`src/lrr_pkg.sv`:
```
// Shared constants and types of the line and ray rasterizer.
// No dependencies; used by every module of the block.
`timescale 1ns / 1ps

package lrr_pkg;

    localparam int GRID_MAX   = 62;
    localparam int MAX_POINTS = 64;
    localparam int COORD_W    = 7;
    localparam int GRID_W     = 6;
    localparam int DIST_W     = 7;
    localparam int ERR_W      = 10;
    localparam int CNT_W      = 6;
    localparam int APB_ADDR_W = 3;
    localparam int APB_DATA_W = 32;

    // register indexes
    localparam logic REG_GRID_COLS = 1'b0;
    localparam logic REG_GRID_ROWS = 1'b1;

    localparam logic [GRID_W-1:0] GRID_COLS_RST = GRID_W'(38);
    localparam logic [GRID_W-1:0] GRID_ROWS_RST = GRID_W'(22);

    // grid size after clamping to GRID_MAX
    typedef struct packed {
        logic [GRID_W-1:0] cols;
        logic [GRID_W-1:0] rows;
    } t_grid_cfg;

    // controller to datapath
    typedef struct packed {
        logic load;
        logic step;
    } t_dp_cmd;

    // datapath to controller
    typedef struct packed {
        logic last;
    } t_dp_stat;

endpackage

```
`src/lrr_if.sv`:
```
// Item channels of the line and ray rasterizer: request in, point out.
// Depends on lrr_pkg for field widths.
`timescale 1ns / 1ps

interface lrr_in_if;
    import lrr_pkg::*;
    logic                       valid;
    logic                       ready;
    logic                       kind;
    logic signed [COORD_W-1:0]  src_x;
    logic signed [COORD_W-1:0]  src_y;
    logic signed [COORD_W-1:0]  aim_x;
    logic signed [COORD_W-1:0]  aim_y;
    logic signed [COORD_W-1:0]  excl_x;
    logic signed [COORD_W-1:0]  excl_y;

    modport source (output valid, kind, src_x, src_y, aim_x, aim_y, excl_x, excl_y,
                    input ready);
    modport sink   (input valid, kind, src_x, src_y, aim_x, aim_y, excl_x, excl_y,
                    output ready);
endinterface

interface lrr_out_if;
    import lrr_pkg::*;
    logic                       valid;
    logic                       ready;
    logic signed [COORD_W-1:0]  pt_x;
    logic signed [COORD_W-1:0]  pt_y;
    logic                       in_grid;
    logic                       paint;
    logic                       last;

    modport source (output valid, pt_x, pt_y, in_grid, paint, last, input ready);
    modport sink   (input valid, pt_x, pt_y, in_grid, paint, last, output ready);
endinterface

```
`src/lrr_cfg.sv`:
```
// APB register block holding the grid size of the rasterizer.
// Depends on lrr_pkg.
`timescale 1ns / 1ps

module lrr_cfg import lrr_pkg::*; (
    input  logic                   i_clk,
    input  logic                   i_rst_n,
    input  logic                   psel,
    input  logic                   penable,
    input  logic                   pwrite,
    input  logic [APB_ADDR_W-1:0]  paddr,
    input  logic [APB_DATA_W-1:0]  pwdata,
    output logic [APB_DATA_W-1:0]  prdata,
    output logic                   pready,
    output t_grid_cfg              o_grid
);

    logic [GRID_W-1:0] r_grid_cols;
    logic [GRID_W-1:0] r_grid_rows;
    logic              w_wr;
    logic              w_idx;

    assign pready = 1'b1;
    assign w_wr   = psel && penable && pwrite;
    assign w_idx  = paddr[APB_ADDR_W-1];

    // register writes in the access phase
    always_ff @(posedge i_clk) begin
        if (!i_rst_n) begin
            r_grid_cols <= GRID_COLS_RST;
            r_grid_rows <= GRID_ROWS_RST;
        end else if (w_wr) begin
            case (w_idx)
                REG_GRID_COLS: r_grid_cols <= pwdata[GRID_W-1:0];
                REG_GRID_ROWS: r_grid_rows <= pwdata[GRID_W-1:0];
                default: ;
            endcase
        end
    end

    // read back
    always_comb begin
        case (w_idx)
            REG_GRID_COLS: prdata = APB_DATA_W'(r_grid_cols);
            REG_GRID_ROWS: prdata = APB_DATA_W'(r_grid_rows);
            default:       prdata = '0;
        endcase
    end

    // anything above GRID_MAX counts as GRID_MAX
    assign o_grid.cols = (r_grid_cols > GRID_W'(GRID_MAX)) ? GRID_W'(GRID_MAX) : r_grid_cols;
    assign o_grid.rows = (r_grid_rows > GRID_W'(GRID_MAX)) ? GRID_W'(GRID_MAX) : r_grid_rows;

endmodule

```
`src/lrr_ctrl.sv`:
```
// Controller of the rasterizer: takes an item, then walks its points out.
// Depends on lrr_pkg.
`timescale 1ns / 1ps

module lrr_ctrl import lrr_pkg::*; (
    input  logic     i_clk,
    input  logic     i_rst_n,
    input  logic     i_in_valid,
    output logic     o_in_ready,
    output logic     o_out_valid,
    input  logic     i_out_ready,
    input  t_dp_stat i_stat,
    output t_dp_cmd  o_cmd
);

    localparam logic ST_IDLE = 1'b0;
    localparam logic ST_RUN  = 1'b1;

    logic r_state;
    logic n_state;
    logic w_in_fire;
    logic w_out_fire;

    assign o_in_ready  = (r_state == ST_IDLE);
    assign o_out_valid = (r_state == ST_RUN);
    assign w_in_fire   = i_in_valid && o_in_ready;
    assign w_out_fire  = o_out_valid && i_out_ready;

    assign o_cmd.load = w_in_fire;
    assign o_cmd.step = w_out_fire && !i_stat.last;

    // next state
    always_comb begin
        n_state = r_state;
        case (r_state)
            ST_IDLE: begin
                if (w_in_fire) n_state = ST_RUN;
            end
            ST_RUN: begin
                if (w_out_fire && i_stat.last) n_state = ST_IDLE;
            end
            default: n_state = ST_IDLE;
        endcase
    end

    always_ff @(posedge i_clk) begin
        if (!i_rst_n) begin
            r_state <= ST_IDLE;
        end else begin
            r_state <= n_state;
        end
    end

endmodule

```
`src/lrr_dp.sv`:
```
// Datapath of the rasterizer: Bresenham stepper, inside, paint and last tests.
// Depends on lrr_pkg; driven by lrr_ctrl commands.
`timescale 1ns / 1ps

module lrr_dp import lrr_pkg::*; (
    input  logic                      i_clk,
    input  t_dp_cmd                   i_cmd,
    input  t_grid_cfg                 i_grid,
    input  logic                      i_kind,
    input  logic signed [COORD_W-1:0] i_src_x,
    input  logic signed [COORD_W-1:0] i_src_y,
    input  logic signed [COORD_W-1:0] i_aim_x,
    input  logic signed [COORD_W-1:0] i_aim_y,
    input  logic signed [COORD_W-1:0] i_excl_x,
    input  logic signed [COORD_W-1:0] i_excl_y,
    output logic signed [COORD_W-1:0] o_pt_x,
    output logic signed [COORD_W-1:0] o_pt_y,
    output logic                      o_in_grid,
    output logic                      o_paint,
    output logic                      o_last,
    output t_dp_stat                  o_stat
);

    // item registers
    logic                      r_kind;
    logic signed [COORD_W-1:0] r_src_x, r_src_y;
    logic signed [COORD_W-1:0] r_aim_x, r_aim_y;
    logic signed [COORD_W-1:0] r_excl_x, r_excl_y;
    // stepper registers
    logic signed [COORD_W-1:0] r_cur_x, r_cur_y;
    logic signed [ERR_W-1:0]   r_err;
    logic [DIST_W-1:0]         r_dx, r_dy;
    logic                      r_neg_x, r_neg_y;
    logic [CNT_W-1:0]          r_cnt;

    logic signed [COORD_W:0]   w_diff_x, w_diff_y;
    logic [DIST_W-1:0]         w_ldx, w_ldy;
    logic signed [ERR_W-1:0]   w_lerr;
    logic signed [ERR_W-1:0]   w_dx_e, w_dy_e;
    logic                      w_mv_x, w_mv_y;
    logic signed [ERR_W-1:0]   n_err;
    logic signed [COORD_W-1:0] n_cur_x, n_cur_y;
    logic                      w_in_x, w_in_y, w_inside;
    logic                      w_shadow;
    logic                      w_last;

    function automatic logic strictly_between(logic signed [COORD_W-1:0] v,
                                              logic signed [COORD_W-1:0] a,
                                              logic signed [COORD_W-1:0] b);
        logic signed [COORD_W-1:0] lo;
        logic signed [COORD_W-1:0] hi;
        lo = (a < b) ? a : b;
        hi = (a < b) ? b : a;
        return (v > lo) && (v < hi);
    endfunction

    // set-up of a new item: distances, directions, initial error
    assign w_diff_x = {i_aim_x[COORD_W-1], i_aim_x} - {i_src_x[COORD_W-1], i_src_x};
    assign w_diff_y = {i_aim_y[COORD_W-1], i_aim_y} - {i_src_y[COORD_W-1], i_src_y};
    assign w_ldx    = DIST_W'(w_diff_x[COORD_W] ? -w_diff_x : w_diff_x);
    assign w_ldy    = DIST_W'(w_diff_y[COORD_W] ? -w_diff_y : w_diff_y);
    assign w_lerr   = (w_ldx > w_ldy) ? ERR_W'(w_ldx[DIST_W-1:1])
                                      : ERR_W'(0) - ERR_W'(w_ldy[DIST_W-1:1]);

    // one Bresenham step
    assign w_dx_e  = ERR_W'(r_dx);
    assign w_dy_e  = ERR_W'(r_dy);
    assign w_mv_x  = r_err > -w_dx_e;
    assign w_mv_y  = r_err < w_dy_e;
    assign n_err   = r_err - (w_mv_x ? w_dy_e : ERR_W'(0)) + (w_mv_y ? w_dx_e : ERR_W'(0));
    assign n_cur_x = w_mv_x ? (r_neg_x ? r_cur_x - COORD_W'(1) : r_cur_x + COORD_W'(1))
                            : r_cur_x;
    assign n_cur_y = w_mv_y ? (r_neg_y ? r_cur_y - COORD_W'(1) : r_cur_y + COORD_W'(1))
                            : r_cur_y;

    always_ff @(posedge i_clk) begin
        if (i_cmd.load) begin
            r_kind   <= i_kind;
            r_src_x  <= i_src_x;
            r_src_y  <= i_src_y;
            r_aim_x  <= i_aim_x;
            r_aim_y  <= i_aim_y;
            r_excl_x <= i_excl_x;
            r_excl_y <= i_excl_y;
            r_cur_x  <= i_src_x;
            r_cur_y  <= i_src_y;
            r_dx     <= w_ldx;
            r_dy     <= w_ldy;
            r_neg_x  <= w_diff_x[COORD_W] || (w_diff_x == '0);
            r_neg_y  <= w_diff_y[COORD_W] || (w_diff_y == '0);
            r_err    <= w_lerr;
            r_cnt    <= '0;
        end else if (i_cmd.step) begin
            r_cur_x  <= n_cur_x;
            r_cur_y  <= n_cur_y;
            r_err    <= n_err;
            r_cnt    <= r_cnt + CNT_W'(1);
        end
    end

    // inside test: non-negative and below the clamped grid size
    assign w_in_x   = !r_cur_x[COORD_W-1] && (r_cur_x[GRID_W-1:0] < i_grid.cols);
    assign w_in_y   = !r_cur_y[COORD_W-1] && (r_cur_y[GRID_W-1:0] < i_grid.rows);
    assign w_inside = w_in_x && w_in_y;

    // ray shadow between source and exclusion corner
    assign w_shadow = strictly_between(r_cur_x, r_src_x, r_excl_x) ||
                      strictly_between(r_cur_y, r_src_y, r_excl_y);

    // end of item: aim reached, ray left grid or has no length, or point cap
    always_comb begin
        if (r_kind) begin
            w_last = !w_inside || ((r_dx == '0) && (r_dy == '0));
        end else begin
            w_last = (r_cur_x == r_aim_x) && (r_cur_y == r_aim_y);
        end
        if (r_cnt == CNT_W'(MAX_POINTS - 1)) w_last = 1'b1;
    end

    assign o_pt_x      = r_cur_x;
    assign o_pt_y      = r_cur_y;
    assign o_in_grid   = w_inside;
    assign o_paint     = w_inside && !(r_kind && w_shadow);
    assign o_last      = w_last;
    assign o_stat.last = w_last;

endmodule

```
`src/line_and_ray_rasterizer_core.sv`:
```
// Line and ray rasterizer: request in, one point per cycle out when ready.
// Built from lrr_cfg, lrr_ctrl and lrr_dp; uses lrr_pkg and lrr_if.
//
// Usage:
//   i_in takes one request (kind, source, aim, exclusion corner) while the
//   block is idle. The first point is valid on o_out the cycle after the
//   request is taken, then one point per cycle while o_out.ready is high.
//   The final point of the item carries last; the block is ready for the
//   next request in the cycle after that point is taken.
//   Points come from the single Bresenham stepper in the datapath, which
//   advances once per point taken; an item has at most 64 points.
//   When the receiver stalls, the point on o_out is held unchanged and the
//   stepper waits. The grid size comes from the APB registers grid_cols
//   (address 0) and grid_rows (address 4); write them only while idle.
//   Reset (synchronous, active low) returns the block to idle with the
//   grid set to 38 columns by 22 rows; no point is pending after reset.
`timescale 1ns / 1ps

module line_and_ray_rasterizer_core import lrr_pkg::*; (
    input  logic                   i_clk,
    input  logic                   i_rst_n,
    lrr_in_if.sink                 i_in,
    lrr_out_if.source              o_out,
    input  logic                   psel,
    input  logic                   penable,
    input  logic                   pwrite,
    input  logic [APB_ADDR_W-1:0]  paddr,
    input  logic [APB_DATA_W-1:0]  pwdata,
    output logic [APB_DATA_W-1:0]  prdata,
    output logic                   pready
);

    t_grid_cfg w_grid;
    t_dp_cmd   w_cmd;
    t_dp_stat  w_stat;

    // configuration registers
    lrr_cfg u_cfg (
        .i_clk   (i_clk),
        .i_rst_n (i_rst_n),
        .psel    (psel),
        .penable (penable),
        .pwrite  (pwrite),
        .paddr   (paddr),
        .pwdata  (pwdata),
        .prdata  (prdata),
        .pready  (pready),
        .o_grid  (w_grid)
    );

    // handshake and sequencing
    lrr_ctrl u_ctrl (
        .i_clk       (i_clk),
        .i_rst_n     (i_rst_n),
        .i_in_valid  (i_in.valid),
        .o_in_ready  (i_in.ready),
        .o_out_valid (o_out.valid),
        .i_out_ready (o_out.ready),
        .i_stat      (w_stat),
        .o_cmd       (w_cmd)
    );

    // stepper and point flags
    lrr_dp u_dp (
        .i_clk     (i_clk),
        .i_cmd     (w_cmd),
        .i_grid    (w_grid),
        .i_kind    (i_in.kind),
        .i_src_x   (i_in.src_x),
        .i_src_y   (i_in.src_y),
        .i_aim_x   (i_in.aim_x),
        .i_aim_y   (i_in.aim_y),
        .i_excl_x  (i_in.excl_x),
        .i_excl_y  (i_in.excl_y),
        .o_pt_x    (o_out.pt_x),
        .o_pt_y    (o_out.pt_y),
        .o_in_grid (o_out.in_grid),
        .o_paint   (o_out.paint),
        .o_last    (o_out.last),
        .o_stat    (w_stat)
    );

endmodule

```
`src/flat_wrapper.sv`:
```
// flat-port wrapper written by rule: the top's interface ports become plain ports
module line_and_ray_rasterizer_core_flat import lrr_pkg::*;
  (i_clk, i_rst_n, psel, penable, pwrite, paddr, pwdata, prdata, pready, i_in_valid, i_in_kind, i_in_src_x, i_in_src_y, i_in_aim_x, i_in_aim_y, i_in_excl_x, i_in_excl_y, i_in_ready, o_out_valid, o_out_pt_x, o_out_pt_y, o_out_in_grid, o_out_paint, o_out_last, o_out_ready);
  lrr_in_if i_in_i ();
  lrr_out_if o_out_i ();
  input  logic i_clk;
  input  logic i_rst_n;
  input  logic psel;
  input  logic penable;
  input  logic pwrite;
  input  logic [APB_ADDR_W-1:0] paddr;
  input  logic [APB_DATA_W-1:0] pwdata;
  output logic [APB_DATA_W-1:0] prdata;
  output logic pready;
  input wire logic [$bits(i_in_i.valid)-1:0] i_in_valid;
  input wire logic [$bits(i_in_i.kind)-1:0] i_in_kind;
  input wire logic [$bits(i_in_i.src_x)-1:0] i_in_src_x;
  input wire logic [$bits(i_in_i.src_y)-1:0] i_in_src_y;
  input wire logic [$bits(i_in_i.aim_x)-1:0] i_in_aim_x;
  input wire logic [$bits(i_in_i.aim_y)-1:0] i_in_aim_y;
  input wire logic [$bits(i_in_i.excl_x)-1:0] i_in_excl_x;
  input wire logic [$bits(i_in_i.excl_y)-1:0] i_in_excl_y;
  output wire logic [$bits(i_in_i.ready)-1:0] i_in_ready;
  output wire logic [$bits(o_out_i.valid)-1:0] o_out_valid;
  output wire logic [$bits(o_out_i.pt_x)-1:0] o_out_pt_x;
  output wire logic [$bits(o_out_i.pt_y)-1:0] o_out_pt_y;
  output wire logic [$bits(o_out_i.in_grid)-1:0] o_out_in_grid;
  output wire logic [$bits(o_out_i.paint)-1:0] o_out_paint;
  output wire logic [$bits(o_out_i.last)-1:0] o_out_last;
  input wire logic [$bits(o_out_i.ready)-1:0] o_out_ready;
  assign i_in_i.valid = i_in_valid;
  assign i_in_i.kind = i_in_kind;
  assign i_in_i.src_x = i_in_src_x;
  assign i_in_i.src_y = i_in_src_y;
  assign i_in_i.aim_x = i_in_aim_x;
  assign i_in_i.aim_y = i_in_aim_y;
  assign i_in_i.excl_x = i_in_excl_x;
  assign i_in_i.excl_y = i_in_excl_y;
  assign i_in_ready = i_in_i.ready;
  assign o_out_valid = o_out_i.valid;
  assign o_out_pt_x = o_out_i.pt_x;
  assign o_out_pt_y = o_out_i.pt_y;
  assign o_out_in_grid = o_out_i.in_grid;
  assign o_out_paint = o_out_i.paint;
  assign o_out_last = o_out_i.last;
  assign o_out_i.ready = o_out_ready;
  line_and_ray_rasterizer_core u_core (.i_clk(i_clk), .i_rst_n(i_rst_n), .i_in(i_in_i), .o_out(o_out_i), .psel(psel), .penable(penable), .pwrite(pwrite), .paddr(paddr), .pwdata(pwdata), .prdata(prdata), .pready(pready));
endmodule
```
`config.mk`:
```
export PLATFORM = sky130hd
export DESIGN_NAME = line_and_ray_rasterizer_core_flat
export DESIGN_NICKNAME = d
export VERILOG_FILES = /design/src/lrr_pkg.sv /design/src/lrr_if.sv /design/src/lrr_cfg.sv /design/src/lrr_ctrl.sv /design/src/lrr_dp.sv /design/src/line_and_ray_rasterizer_core.sv /design/src/flat_wrapper.sv
export SDC_FILE = /design/constraint.sdc
export NUM_CORES = 1
export LEC_CHECK = 0
export BUFFER_PORTS_ARGS = -buffer_cell sky130_fd_sc_hd__buf_2
export CELL_PAD_IN_SITES_DETAIL_PLACEMENT = 0
export CELL_PAD_IN_SITES_GLOBAL_PLACEMENT = 1
export CORE_ASPECT_RATIO = 1.5
export CORE_MARGIN = 5
export CORE_UTILIZATION = 45
export DETAILED_ROUTE_END_ITERATION = 6
export PLACE_DENSITY_LB_ADDON = 0.1
export SYNTH_ARGS = -nofsm -noshare
export SYNTH_HDL_FRONTEND = slang
export SYNTH_SLANG_ARGS = --single-unit
```
`constraint.sdc`:
```
create_clock -name i_clk -period 6.5 [get_ports i_clk]
set_clock_uncertainty 0.15 [all_clocks]
set_input_delay 0.65 -clock i_clk [delete_from_list [all_inputs] [get_ports i_clk]]
set_output_delay 0.65 -clock i_clk [all_outputs]
set_load 0.005 [all_outputs]
```
==> results.txt <==
- The worst hold path belongs to the class in2reg.
- Synthesis inferred between 100 and 150 register bits.
* Transition time at the pin with the least slew margin: roughly 0.92 ns
- Global-route wire length before repair: approximately 32,000 um
- The congestion estimate from routability-driven global placement came to 0.832.
- The HPWL after detailed placement is 16,400 um.
- In the final layout, the share of cells above drive strength 1 is 14.4%.
* Average footprint of a synthesized cell: 9.85 sq um
- The number of clock buffers added by TritonCTS is 9.
- The count of final max-slew check failures was 0.
- In this run the post-CTS setup repair buffer count came out at 0.
* Maximum number of pins on one net before global-route repair: 46
- In this run the power density over the cells is 363 nW/um^2.
- Counting tap cells, the placed design contains a total of approximately 1.2k instances.
- Number of DRC markers in iteration 0: 258
* Gr usage total: 19.1%
* Count of distinct cell types in the synthesized netlist: 76
- Worst Path Arrival: ~5.3 ns
* CTS hold repair buffers: 0
- The clock period could shrink to approximately 5.4 ns.
- Final sum of negative setup slack: 0 ns
* Synthesized instance count: 850
* Reg-to-reg critical path startpoint: u_core.u_dp.r_dx[2]$_DFFE_PP_
- Across the run, the number of max-cap violations was 0.
- Count of buffers inserted at the top-level ports: 81
* Register clock-pin slew on the reported worst setup and hold paths: 0.07 ns
- Starting utilization of the core area: a little under half
- Commonest non-fill, non-tap cell in the layout: sky130_fd_sc_hd__ha_1
- Avg WL per Cell: around 17 um
- Sequential-to-total area share from yosys stat: ~34%
- Number of standard-cell rows in the floorplan: 61
* Final period utilization: 82.6%
- DIE AREA: 21,500 sq um
- The tree built by TritonCTS fans out to 102 sinks.
- CTS H-Tree Depth: 3
* Register-to-register setup slack: 1.13 ns
- Number of antenna violations at the first check in global routing: 0
- Total wire length: 20,200 um
- The highest layer touched by signal routing is met4.
- Worst setup path startpoint: u_core.u_dp.r_dx[2]$_DFFE_PP_
* Cell chosen for the clock root: sky130_fd_sc_hd__clkbuf_16
- Ys async rst share: 0%
- Unrepaired setup endpoints after global routing: false
* Ant diodes: 0
* Post-synth top area share: 29.8%
* Final std cells w/o fill: 1,188
- Area Growth Syn to Fin: 10.8%
- Count of nets left with antenna violations after detail routing: 0
- Placed Instance Area: approximately 9000 sq um
* Kind of critical path: reg2reg
- Setup violations remaining at the end of the flow were counted as 0.
- During I/O placement, the number of pins put on the boundary was 137.
- The total count of hold-check failures in the final report came to 0.
- Max Buffers Root-to-Sink: 2
- Commonest cells after routing, fill and taps aside: 111 x sky130_fd_sc_hd__ha_1, 106 x sky130_fd_sc_hd__inv_1, 83 x sky130_fd_sc_hd__edfxtp_1, 81 x sky130_fd_sc_hd__buf_2, 58 x sky130_fd_sc_hd__a21oi_1
- Summed over all nets, wire length on met3 after detailed routing comes to 672 um.
- The region available for standard cell placement spans approximately 18,000 sq um.
* DRC Markers: 0
- Via count of the routed design: around 6.2k
- Predominant post-synthesis flop cell: sky130_fd_sc_hd__edfxtp_1
* Detailed Routing Iterations Pass 1: 4
* Cell area after technology mapping: 8370 sq um
* Met2 wire length: 11,000 um
- Timing would allow up to ~190 MHz.
* Post-route met1 wirelength: 7840 um
- Post-cts repair resize count: 0
* Yosys warnings: 0
* Final Instance Area: approximately 9300 sq um
- CP startpoint kind: flop
- Peak fanout along the critical path: 8
- Dividing the detail-routed via count by the number of cells gives 5.24.
- Yosys top cell by area: sky130_fd_sc_hd__edfxtp_1
- Counting flops with a built-in enable in the synthesized netlist gives 83.
- Run status: finished clean
- TritonCTS built the clock tree.
- Net count, final: 1,138
- VDD sags by at most approximately 470 uV.
- Latest clock arrival within the worst-skew pair: roughly 0.36 ns
* Overflow left after global routing: 0
* Via count of the first global-routing pass: between 6k and 7k
- Measured against its own limit, the worst slew margin works out to 38.6%.
* Width of the chip: ~120 um
- Overall power consumption after layout is estimated at roughly 3400 uW.
* Element type at the critical path end: flop
- Die Span Y: 177 um
* Hold Path Origin: i_in_excl_y[3]
- Required time of the critical path: 6.47 ns
* Lkg Pwr: 0.00423 uW
* Dominant cells by area after synthesis: sky130_fd_sc_hd__edfxtp_1 30%, sky130_fd_sc_hd__ha_1 17%, sky130_fd_sc_hd__inv_1 4.8%
[worst max-delay path, stage by stage (launching register included)]
cell and delay [ns]:
sky130_fd_sc_hd__edfxtp_1 0.47, sky130_fd_sc_hd__or3_1 0.47, sky130_fd_sc_hd__xnor2_1 0.17, sky130_fd_sc_hd__ha_1 0.31, sky130_fd_sc_hd__o21a_1 0.11, sky130_fd_sc_hd__o21a_1 0.16
sky130_fd_sc_hd__o21a_1 0.16, sky130_fd_sc_hd__o21bai_1 0.13, sky130_fd_sc_hd__a21oi_1 0.20, sky130_fd_sc_hd__and2_1 0.24, sky130_fd_sc_hd__fa_1 0.56, sky130_fd_sc_hd__inv_1 0.06
sky130_fd_sc_hd__ha_1 0.28, sky130_fd_sc_hd__a21o_1 0.18, sky130_fd_sc_hd__a21oi_1 0.24, sky130_fd_sc_hd__o21bai_1 0.12, sky130_fd_sc_hd__a2111oi_0 0.47, sky130_fd_sc_hd__nor3_1 0.17
sky130_fd_sc_hd__a31oi_1 0.22, sky130_fd_sc_hd__xor2_1 0.09, sky130_fd_sc_hd__a21o_1 0.18
[synth_stat cells (2+ instances only)]
| library cell | instances |
|---|---|
| sky130_fd_sc_hd__a21o_1 | 26 |
| sky130_fd_sc_hd__mux2i_1 | 28 |
| sky130_fd_sc_hd__and3_1 | 4 |
| sky130_fd_sc_hd__o21ai_1 | 3 |
| sky130_fd_sc_hd__a311oi_2 | 2 |
| sky130_fd_sc_hd__nor2b_1 | 16 |
| sky130_fd_sc_hd__mux2_2 | 5 |
| sky130_fd_sc_hd__buf_4 | 28 |
| sky130_fd_sc_hd__xor2_1 | 16 |
| sky130_fd_sc_hd__o21ai_0 | 25 |
| sky130_fd_sc_hd__o2111ai_1 | 2 |
| sky130_fd_sc_hd__a2111oi_0 | 2 |
| sky130_fd_sc_hd__nor2_2 | 2 |
| sky130_fd_sc_hd__nor3_1 | 8 |
| sky130_fd_sc_hd__conb_1 | 2 |
| sky130_fd_sc_hd__o211ai_1 | 9 |
| sky130_fd_sc_hd__xnor2_1 | 40 |
| sky130_fd_sc_hd__nor4_1 | 3 |
| sky130_fd_sc_hd__o21ai_2 | 2 |
| sky130_fd_sc_hd__or3_1 | 2 |
| sky130_fd_sc_hd__o311ai_0 | 2 |
| sky130_fd_sc_hd__buf_1 | 4 |
| sky130_fd_sc_hd__nand2b_1 | 9 |
| sky130_fd_sc_hd__xnor2_2 | 3 |
| sky130_fd_sc_hd__edfxtp_1 | 83 |
| sky130_fd_sc_hd__nand2_1 | 47 |
| sky130_fd_sc_hd__clkbuf_1 | 8 |
| sky130_fd_sc_hd__dfxtp_1 | 19 |
| sky130_fd_sc_hd__and2_1 | 10 |
| sky130_fd_sc_hd__nand4_1 | 14 |
| sky130_fd_sc_hd__or2_2 | 2 |
| sky130_fd_sc_hd__a31oi_1 | 5 |
| sky130_fd_sc_hd__a21oi_1 | 58 |
| sky130_fd_sc_hd__fa_1 | 11 |
| sky130_fd_sc_hd__inv_1 | 107 |
| sky130_fd_sc_hd__a211oi_1 | 3 |
| sky130_fd_sc_hd__nor3b_1 | 5 |
| sky130_fd_sc_hd__nand3_1 | 19 |
| sky130_fd_sc_hd__o21bai_1 | 11 |
| sky130_fd_sc_hd__nand3b_1 | 3 |
| sky130_fd_sc_hd__ha_1 | 111 |
| sky130_fd_sc_hd__a22oi_1 | 3 |
| sky130_fd_sc_hd__nor2_1 | 44 |
| sky130_fd_sc_hd__o21a_1 | 9 |
| sky130_fd_sc_hd__o31ai_1 | 4 |
[logic make-up after synthesis]
group / Yosys count / synth area share (%)
xor gates and xnor gates: 60 / 6.63
muxes: 35 / 4.32
buffers and inverters: 147 / 7.84
adders and majority gates: 122 / 19.2
and+or+nand+nor: 195 / 11.8
AOI/OAI and AO/OA: 187 / 15.7
other: 2 / 0.0897
DFF: 102 / 34.3
[metrics by stage]
step	hold slack (ns)	utilization [%]	setup WS (ns)
finish	0.315	50.2	1.13
global route	0.295	50.2	0.821
CTS	0.301	50.2	1.10
detailed placement	0.329	48.5	1.12
global placement	0.313	48.5	1.29
floorplan	0.292	-	1.70
[worst paths after layout]
check / endpoint / depth (start not counted)
min: u_core.u_dp.r_excl_y[3]$_DFFE_PP_ / 1
min reg2reg: u_core.u_dp.r_cnt[4]$_SDFFE_PP0P_ / 1
max reg2reg: u_core.u_dp.r_err[9]$_DFFE_PP_ / 20
max: u_core.u_dp.r_err[9]$_DFFE_PP_ / 20
[flip-flops by register name, indices dropped and copies added (netlist names), 7 cells and up]
name	count
u_core.u_dp.r_dx	7
u_core.u_dp.r_err	10
u_core.u_dp.r_src_x	7
u_core.u_dp.r_src_y	7
u_core.u_dp.r_dy	7
u_core.u_dp.r_excl_y	7
u_core.u_dp.r_excl_x	7
u_core.u_dp.o_pt_x	7
u_core.u_dp.r_aim_x	7
u_core.u_dp.o_pt_y	7
u_core.u_dp.r_aim_y	7
[routing by layer]
metal  track usage, %  vias up
met5                0        -
met4             7.52        0
met2             35.9       97
met3             3.26       34
li1                 -     3137
met1             20.9     2954
[power breakdown]
group	switching, uW	internal [uW]
logic	979	827
registers	110	866
clock network	249	335
total	1340	2030
[final cells by class]
| cell class | count | area [sq um] |
|---|---|---|
| clock buffers | 9 | 225 |
| multi-input cells | 626 | 4940 |
| flip-flops and latches | 102 | 2870 |
| repair buffers | 85 | 435 |
| inverters | 107 | 402 |
| well taps | 252 | 315 |
| fillers | 1765 | 9190 |
| clock inverters | 7 | 87.6 |
(Power assumes the default switching activity.)
